`src/design/spq_pkg.sv`:
```
`timescale 1ns / 1ps
// ----------------------------------------------------------------------------
// spq_pkg: shared types and constants of the sorted priority queue
// Field widths, command codes and the controller/datapath interface structs.
// ----------------------------------------------------------------------------
package spq_pkg;

    localparam int SPQ_CAPACITY = 16;
    localparam int DATA_W       = 32;
    localparam int PRIO_W       = 16;

    localparam logic ACT_PUSH = 1'b0;
    localparam logic ACT_PULL = 1'b1;

    // commands from controller to datapath
    typedef struct packed {
        logic load;      // capture a result this cycle
        logic push;      // insert the incoming entry
        logic pull;      // remove the front entry
        logic rejected;  // push dropped on a full queue
        logic valid;     // pull removed an entry
    } spq_cmd_t;

    // status from datapath to controller
    typedef struct packed {
        logic full;
        logic empty;
    } spq_status_t;

endpackage

```
`src/design/spq_ctrl.sv`:
```
`timescale 1ns / 1ps
// ----------------------------------------------------------------------------
// spq_ctrl: request controller of the sorted priority queue
// Decodes each request against the fill status and sequences the result strobe.
// ----------------------------------------------------------------------------
module spq_ctrl
    import spq_pkg::*;
(
    input  logic        clk,
    input  logic        rst_n,
    input  logic        start,
    input  logic        action,
    input  spq_status_t status,
    output spq_cmd_t    cmd,
    output logic        busy,
    output logic        done
);

    localparam logic ST_IDLE   = 1'b0;
    localparam logic ST_RESULT = 1'b1;

    logic state_reg;
    logic state_next;
    logic accept;

    // every request completes in the cycle it is taken, so never stall
    assign busy   = 1'b0;
    assign accept = start && !busy;

    always_comb
    begin
        cmd.load     = accept;
        cmd.push     = accept && (action == ACT_PUSH) && !status.full;
        cmd.pull     = accept && (action == ACT_PULL) && !status.empty;
        cmd.rejected = accept && (action == ACT_PUSH) && status.full;
        cmd.valid    = accept && (action == ACT_PULL) && !status.empty;
    end

    always_comb
    begin
        case (state_reg)
            ST_IDLE:   state_next = accept ? ST_RESULT : ST_IDLE;
            ST_RESULT: state_next = accept ? ST_RESULT : ST_IDLE;
            default:   state_next = ST_IDLE;
        endcase
    end

    always_ff @(posedge clk or negedge rst_n)
    begin
        if (!rst_n)
        begin
            state_reg <= ST_IDLE;
        end
        else
        begin
            state_reg <= state_next;
        end
    end

    assign done = (state_reg == ST_RESULT);

endmodule

```
`src/design/spq_datapath.sv`:
```
`timescale 1ns / 1ps
// ----------------------------------------------------------------------------
// spq_datapath: sorted shift chain and result registers
// Each slot compares its priority with the incoming one and either holds,
// takes the new entry, or takes its neighbour.
// ----------------------------------------------------------------------------
module spq_datapath
    import spq_pkg::*;
#(
    parameter int CAPACITY = SPQ_CAPACITY,
    parameter int CNT_W    = $clog2(CAPACITY + 1)
)
(
    input  logic                     clk,
    input  logic                     rst_n,
    input  spq_cmd_t                 cmd,
    input  logic        [DATA_W-1:0] item_data,
    input  logic signed [PRIO_W-1:0] item_priority,
    output spq_status_t              status,
    output logic        [DATA_W-1:0] pulled_data,
    output logic                     pulled_valid,
    output logic                     push_rejected,
    output logic        [CNT_W-1:0]  entry_count
);

    logic        [DATA_W-1:0] data_reg  [CAPACITY];
    logic signed [PRIO_W-1:0] prio_reg  [CAPACITY];
    logic        [DATA_W-1:0] data_next [CAPACITY];
    logic signed [PRIO_W-1:0] prio_next [CAPACITY];

    logic [CAPACITY-1:0] gt;       // slot holds an entry that leaves after the new one
    logic [CAPACITY-1:0] at_end;   // first free slot
    logic [CAPACITY-1:0] prev_gt;

    logic        [DATA_W-1:0] prev_data [CAPACITY];
    logic signed [PRIO_W-1:0] prev_prio [CAPACITY];
    logic        [DATA_W-1:0] succ_data [CAPACITY];
    logic signed [PRIO_W-1:0] succ_prio [CAPACITY];

    logic [CNT_W-1:0] count_reg;
    logic [CNT_W-1:0] count_next;

    logic [DATA_W-1:0] res_data_reg;
    logic              res_valid_reg;
    logic              res_rej_reg;
    logic [CNT_W-1:0]  res_count_reg;

    assign status.full  = (count_reg == CNT_W'(CAPACITY));
    assign status.empty = (count_reg == '0);

    genvar i;
    generate
        for (i = 0; i < CAPACITY; i++)
        begin : g_slot
            assign gt[i]     = (CNT_W'(i) < count_reg) && (prio_reg[i] > item_priority);
            assign at_end[i] = (CNT_W'(i) == count_reg);

            if (i == 0)
            begin : g_head
                assign prev_gt[i]   = 1'b0;
                assign prev_data[i] = data_reg[i];
                assign prev_prio[i] = prio_reg[i];
            end
            else
            begin : g_body
                assign prev_gt[i]   = gt[i-1];
                assign prev_data[i] = data_reg[i-1];
                assign prev_prio[i] = prio_reg[i-1];
            end

            if (i == CAPACITY - 1)
            begin : g_tail
                assign succ_data[i] = data_reg[i];
                assign succ_prio[i] = prio_reg[i];
            end
            else
            begin : g_inner
                assign succ_data[i] = data_reg[i+1];
                assign succ_prio[i] = prio_reg[i+1];
            end

            always_comb
            begin
                data_next[i] = data_reg[i];
                prio_next[i] = prio_reg[i];
                if (cmd.push)
                begin
                    // later entries move back one slot; the new one lands at the gap
                    if (prev_gt[i])
                    begin
                        data_next[i] = prev_data[i];
                        prio_next[i] = prev_prio[i];
                    end
                    else if (gt[i] || at_end[i])
                    begin
                        data_next[i] = item_data;
                        prio_next[i] = item_priority;
                    end
                end
                else if (cmd.pull)
                begin
                    data_next[i] = succ_data[i];
                    prio_next[i] = succ_prio[i];
                end
            end

            always_ff @(posedge clk)
            begin
                data_reg[i] <= data_next[i];
                prio_reg[i] <= prio_next[i];
            end
        end
    endgenerate

    always_comb
    begin
        count_next = count_reg;
        if (cmd.push)
        begin
            count_next = count_reg + CNT_W'(1);
        end
        else if (cmd.pull)
        begin
            count_next = count_reg - CNT_W'(1);
        end
    end

    always_ff @(posedge clk or negedge rst_n)
    begin
        if (!rst_n)
        begin
            count_reg <= '0;
        end
        else
        begin
            count_reg <= count_next;
        end
    end

    always_ff @(posedge clk)
    begin
        if (cmd.load)
        begin
            res_data_reg  <= cmd.valid ? data_reg[0] : '0;
            res_valid_reg <= cmd.valid;
            res_rej_reg   <= cmd.rejected;
            res_count_reg <= count_next;
        end
    end

    assign pulled_data   = res_data_reg;
    assign pulled_valid  = res_valid_reg;
    assign push_rejected = res_rej_reg;
    assign entry_count   = res_count_reg;

    a_count_bound : assert property (@(posedge clk) disable iff (!rst_n)
        count_reg <= CNT_W'(CAPACITY))
        else $error("entry count beyond capacity");

    a_push_grows : assert property (@(posedge clk) disable iff (!rst_n)
        cmd.push |=> count_reg == $past(count_reg) + CNT_W'(1))
        else $error("push did not add one entry");

    a_pull_shrinks : assert property (@(posedge clk) disable iff (!rst_n)
        cmd.pull |=> count_reg == $past(count_reg) - CNT_W'(1))
        else $error("pull did not remove one entry");

    a_front_sorted : assert property (@(posedge clk) disable iff (!rst_n)
        (count_reg >= CNT_W'(2)) |-> prio_reg[0] <= prio_reg[1])
        else $error("front entries out of order");

endmodule

```
`src/design/sorted_priority_queue_unit.sv`:
```
`timescale 1ns / 1ps
// ----------------------------------------------------------------------------
// sorted_priority_queue_unit: bounded sorted priority queue
// Push inserts in priority order (ties in arrival order); pull removes the
// entry with the smallest priority number. Every request returns one result.
//
//   channel   handshake        fields
//   request   start / busy     action, item_data, item_priority
//   result    done (strobe)    pulled_data, pulled_valid, push_rejected,
//                              entry_count
//
// One request per cycle: a request taken at an edge updates the whole shift
// chain at that edge, and its result shows on the next cycle with done high.
// The compare-and-shift across the CAPACITY slots sets the cycle time.
// busy stays low; results cannot be held off and last one cycle each.
// Reset empties the queue; slot contents are not cleared.
// ----------------------------------------------------------------------------
module sorted_priority_queue_unit
    import spq_pkg::*;
#(
    parameter int CAPACITY = SPQ_CAPACITY,
    parameter int CNT_W    = $clog2(CAPACITY + 1)
)
(
    input  logic                     clk,
    input  logic                     rst_n,
    input  logic                     start,
    output logic                     busy,
    input  logic                     action,
    input  logic        [DATA_W-1:0] item_data,
    input  logic signed [PRIO_W-1:0] item_priority,
    output logic                     done,
    output logic        [DATA_W-1:0] pulled_data,
    output logic                     pulled_valid,
    output logic                     push_rejected,
    output logic        [CNT_W-1:0]  entry_count
);

    spq_cmd_t    cmd;
    spq_status_t status;

    spq_ctrl u_ctrl (
        .clk    (clk),
        .rst_n  (rst_n),
        .start  (start),
        .action (action),
        .status (status),
        .cmd    (cmd),
        .busy   (busy),
        .done   (done)
    );

    spq_datapath #(
        .CAPACITY (CAPACITY),
        .CNT_W    (CNT_W)
    ) u_datapath (
        .clk           (clk),
        .rst_n         (rst_n),
        .cmd           (cmd),
        .item_data     (item_data),
        .item_priority (item_priority),
        .status        (status),
        .pulled_data   (pulled_data),
        .pulled_valid  (pulled_valid),
        .push_rejected (push_rejected),
        .entry_count   (entry_count)
    );

endmodule
```
`config.mk`:
```
export PLATFORM = sky130hd
export DESIGN_NAME = sorted_priority_queue_unit
export DESIGN_NICKNAME = d
export VERILOG_FILES = /design/src/design/spq_pkg.sv /design/src/design/spq_ctrl.sv /design/src/design/spq_datapath.sv /design/src/design/sorted_priority_queue_unit.sv
export SDC_FILE = /design/constraint.sdc
export NUM_CORES = 2
export LEC_CHECK = 0
export BUFFER_PORTS_ARGS = -buffer_cell sky130_fd_sc_hd__buf_2
export CORE_ASPECT_RATIO = 1.2
export CORE_MARGIN = 1.5
export CORE_UTILIZATION = 50
export DETAILED_ROUTE_END_ITERATION = 8
export GPL_TIMING_DRIVEN = 1
export PLACE_DENSITY = 0.72
export SLEW_MARGIN = 0
export SYNTH_ARGS = -nofsm -noshare
export SYNTH_HDL_FRONTEND = slang
export SYNTH_HIERARCHICAL = 1
export SYNTH_SLANG_ARGS = --single-unit
```
`constraint.sdc`:
```
create_clock -name clk -period 11.85 [get_ports clk]
set_input_delay 0.5925 -clock clk [delete_from_list [all_inputs] [get_ports clk]]
set_output_delay 0.5925 -clock clk [all_outputs]
set_load 0.01 [all_outputs]
```
==> flow_summary.toml <==
[logic_synthesis]
synth_nets = 4821
synth_seq_cells = 813
synthFlopType = "edfxtp_1"
synth_edf_count = 807
seq_area_frac_synth = 0.513
synth_most_common_cell = "edfxtp_1"
avgSynthCellArea_um2 = 10.5
ys_top_cells_by_area = "edfxtp_1 51%, a221o_1 7.6%, ha_1 6.9%"
netlist_top_cells_count = "807 x edfxtp_1, 566 x nand2_1, 438 x clkbuf_1"
synth_top_area_share = 0.510
synthCells = 4508
netlist_area_um2 = 47500
synth_cell_types = 77
async_flop_share = 0.00738
yosysWarnings = 6
synth_top_cell_by_area = "edfxtp_1"

[clock_tree]
cts_tree = "yes"
max-clock-path-buffers = 3
post_cts.repair.setup_buffers = 0
clk_latency_ns = 0.67
cts_buffers = 86
root_buffer = "clkbuf_16"
holdBufCountCts = 1
cts_sinks = 813
htree_levels = 3
clk_pin_slew_ns = 0.06
cts_resized = 0

[setup_path]
crit_chain = "inv_1 -> ha_1 -> and3_1 -> nor3b_4 -> buf_4 -> buf_12 -> buf_4 -> and2_0 -> o21ai_0 -> o221ai_1"
worstPathArrival_ns = 5.57
crit_path_max_fanout = 208
max_stage_delay_ns = 0.96
critPathKind = "flop to flop"
reg2reg_from = "u_datapath/count_reg[0]$_DFF_PN0_"
cp_num_buf_inv = 4
critPathMostFrequentCell = "buf_4"
critPathLaunch = "u_datapath/count_reg[0]$_DFF_PN0_"
start_kind = "flop"
cp_slowest_cell = "and2_0"
critPathRequiredTime_ns = 12.34
cp_top_family = "buffers and inverters"
end_kind = "flop"

[sta]
report.final.slew_viol_count = 0
fmax_mhz = 197
layout_min_cycle_time_ns = 5.08
worst_pin_slew_ns = 1.22
finalClockSkew_ns = 0.0239
setup-tns-final_ns = 0
slew_headroom = 0.185
hold_viol = 0
hold_slack_ns = 0.266
period_share = 0.429
worst_slack_ns = 6.77
rsz0062_at_grt = "no"
finalSetupViolations = 0

[layout]
final_area_um2 = 51900
areaGrowthSynthToFinish_pct = 9.16
finalCoreUtilization = 0.552
finalNonFillerCells = 5640
layout-drive-gt1-share = 0.0884
n_antenna_cell = 0
largest_reg_flops = 512
nets = 4633

[power]
combPwrFrac = 0.346
p_leak_nw = 18.7
power.density_nw_per_um2 = 222
finalPower_mw = 11.5
cellInternalPower_mw = 7.04
power.share.clock = 0.241
pwr-share-seq = 0.413
ir_worst_vdd_uv = 128
switching_power_mw = 4.47
swShare = 0.388

[global_route]
grt_pass1_wl_um = 228000
gr-usage-all-layers = 0.299
grt_pass1_vias = 39000
antenna_found_initial = 0
grt_max_degree = 209
grt-ovfl-total = 0

[routing]
dr.pass1.iters = 6
wl_per_cell_um = 26.4
dr_total_vias = 39300
drc_errors = 0
routed_wl_um = 149000
drtAntennaViolNets = 0
first_iter_violations = 5188
via_per_inst = 6.97

[die]
dieWidth_um = 285
rows = 123
design.portCount = 93
chipHeight_um = 341
core_area_um2 = 94000
dieArea_um2 = 97000
initial_core_util = 0.506

[status]
status = "complete, no violations"

[placement]
io_buffers = 91
dp_slack_ns = 6.54
postPlaceCellArea_um2 = 49100
dp_cells = 5481
routabilityCongestion = 0.933
dp_hpwl_um = 99100

[run]
maxCapViolCount = 0

[hold_path]
min_path_type = "primary input to asynchronous set/reset pin"
==> power groups by stage <==
stage	registers, mW	logic, mW	clock network, mW
3_3_place_gp	4.79	3.76	0
5_1_grt	4.81	4.29	2.89
4_1_cts	4.74	3.88	2.80
3_5_place_dp	4.79	3.86	0
6_report	4.76	3.98	2.77
2_1_floorplan	4.61	2.73	0
==> layout by cell type, fill, tap and decap left out, types with 164 or more instances in the layout <==
master      n
edfxtp_1  807
nand2_1   566
a221o_1   361
inv_1     346
o221ai_1  311
a21oi_1   296
ha_1      261
nand3_1   225
o21ai_0   186
a211oi_1  164
==> metal layers <==
metal / routed length (um) / GRT usage / vias to the layer above
met5: 0 / 0 / -
met4: 8470 / 0.168 / 0
met3: 10400 / 0.0302 / 536
met2: 74400 / 0.511 / 2227
met1: 55600 / 0.371 / 19200
li1: - / - / 17300
==> area by class of cell <==
cell class	instances	area [um2]
Fill cell	8017	42100
Sequential cell	813	24400
Multi-Input combinational cell	2870	20500
Clock buffer	108	2320
Tap cell	1250	1560
Inverter	347	1310
Timing Repair Buffer	202	1300
Clock inverter	50	500
==> worst paths after layout <==
| path | cells after the start | slack [ns] | endpoint |
|---|---|---|---|
| max | 10 | 6.77 | u_datapath/data_reg[0][122]$_DFFE_PP_ |
| min | 2 | 0.27 | u_datapath/count_reg[0]$_DFF_PN0_ |
| max reg2reg | 10 | 6.77 | u_datapath/data_reg[0][122]$_DFFE_PP_ |
| min reg2reg | 1 | 0.55 | u_datapath/pulled_data[2]$_SDFFCE_PN0P_ |
| max in group asynchronous | 2 | 11.45 | u_datapath/count_reg[3]$_DFF_PN0_ |
| min in group clk | 3 | 0.27 | u_datapath/data_reg[1][238]$_DFFE_PP_ |
==> logic make-up (layout without fill, tap and decap cells) <==
kind of cell             after synthesis  in the layout  share of synthesized area
AO/OA/AOI/OAI                       1545           1545                      0.248
AND/OR/NAND/NOR                     1057           1057                      0.103
buffers and inverters                825            707                     0.0662
flip-flops                           813            813                      0.513
adder cells (fa/ha/maj)              261            261                     0.0687
XOR/XNOR                               4              4                   0.000737
multiplexers                           2              2                   0.000447
other                                  1              1                  0.0000789
Power figures use the tool's default switching activity.
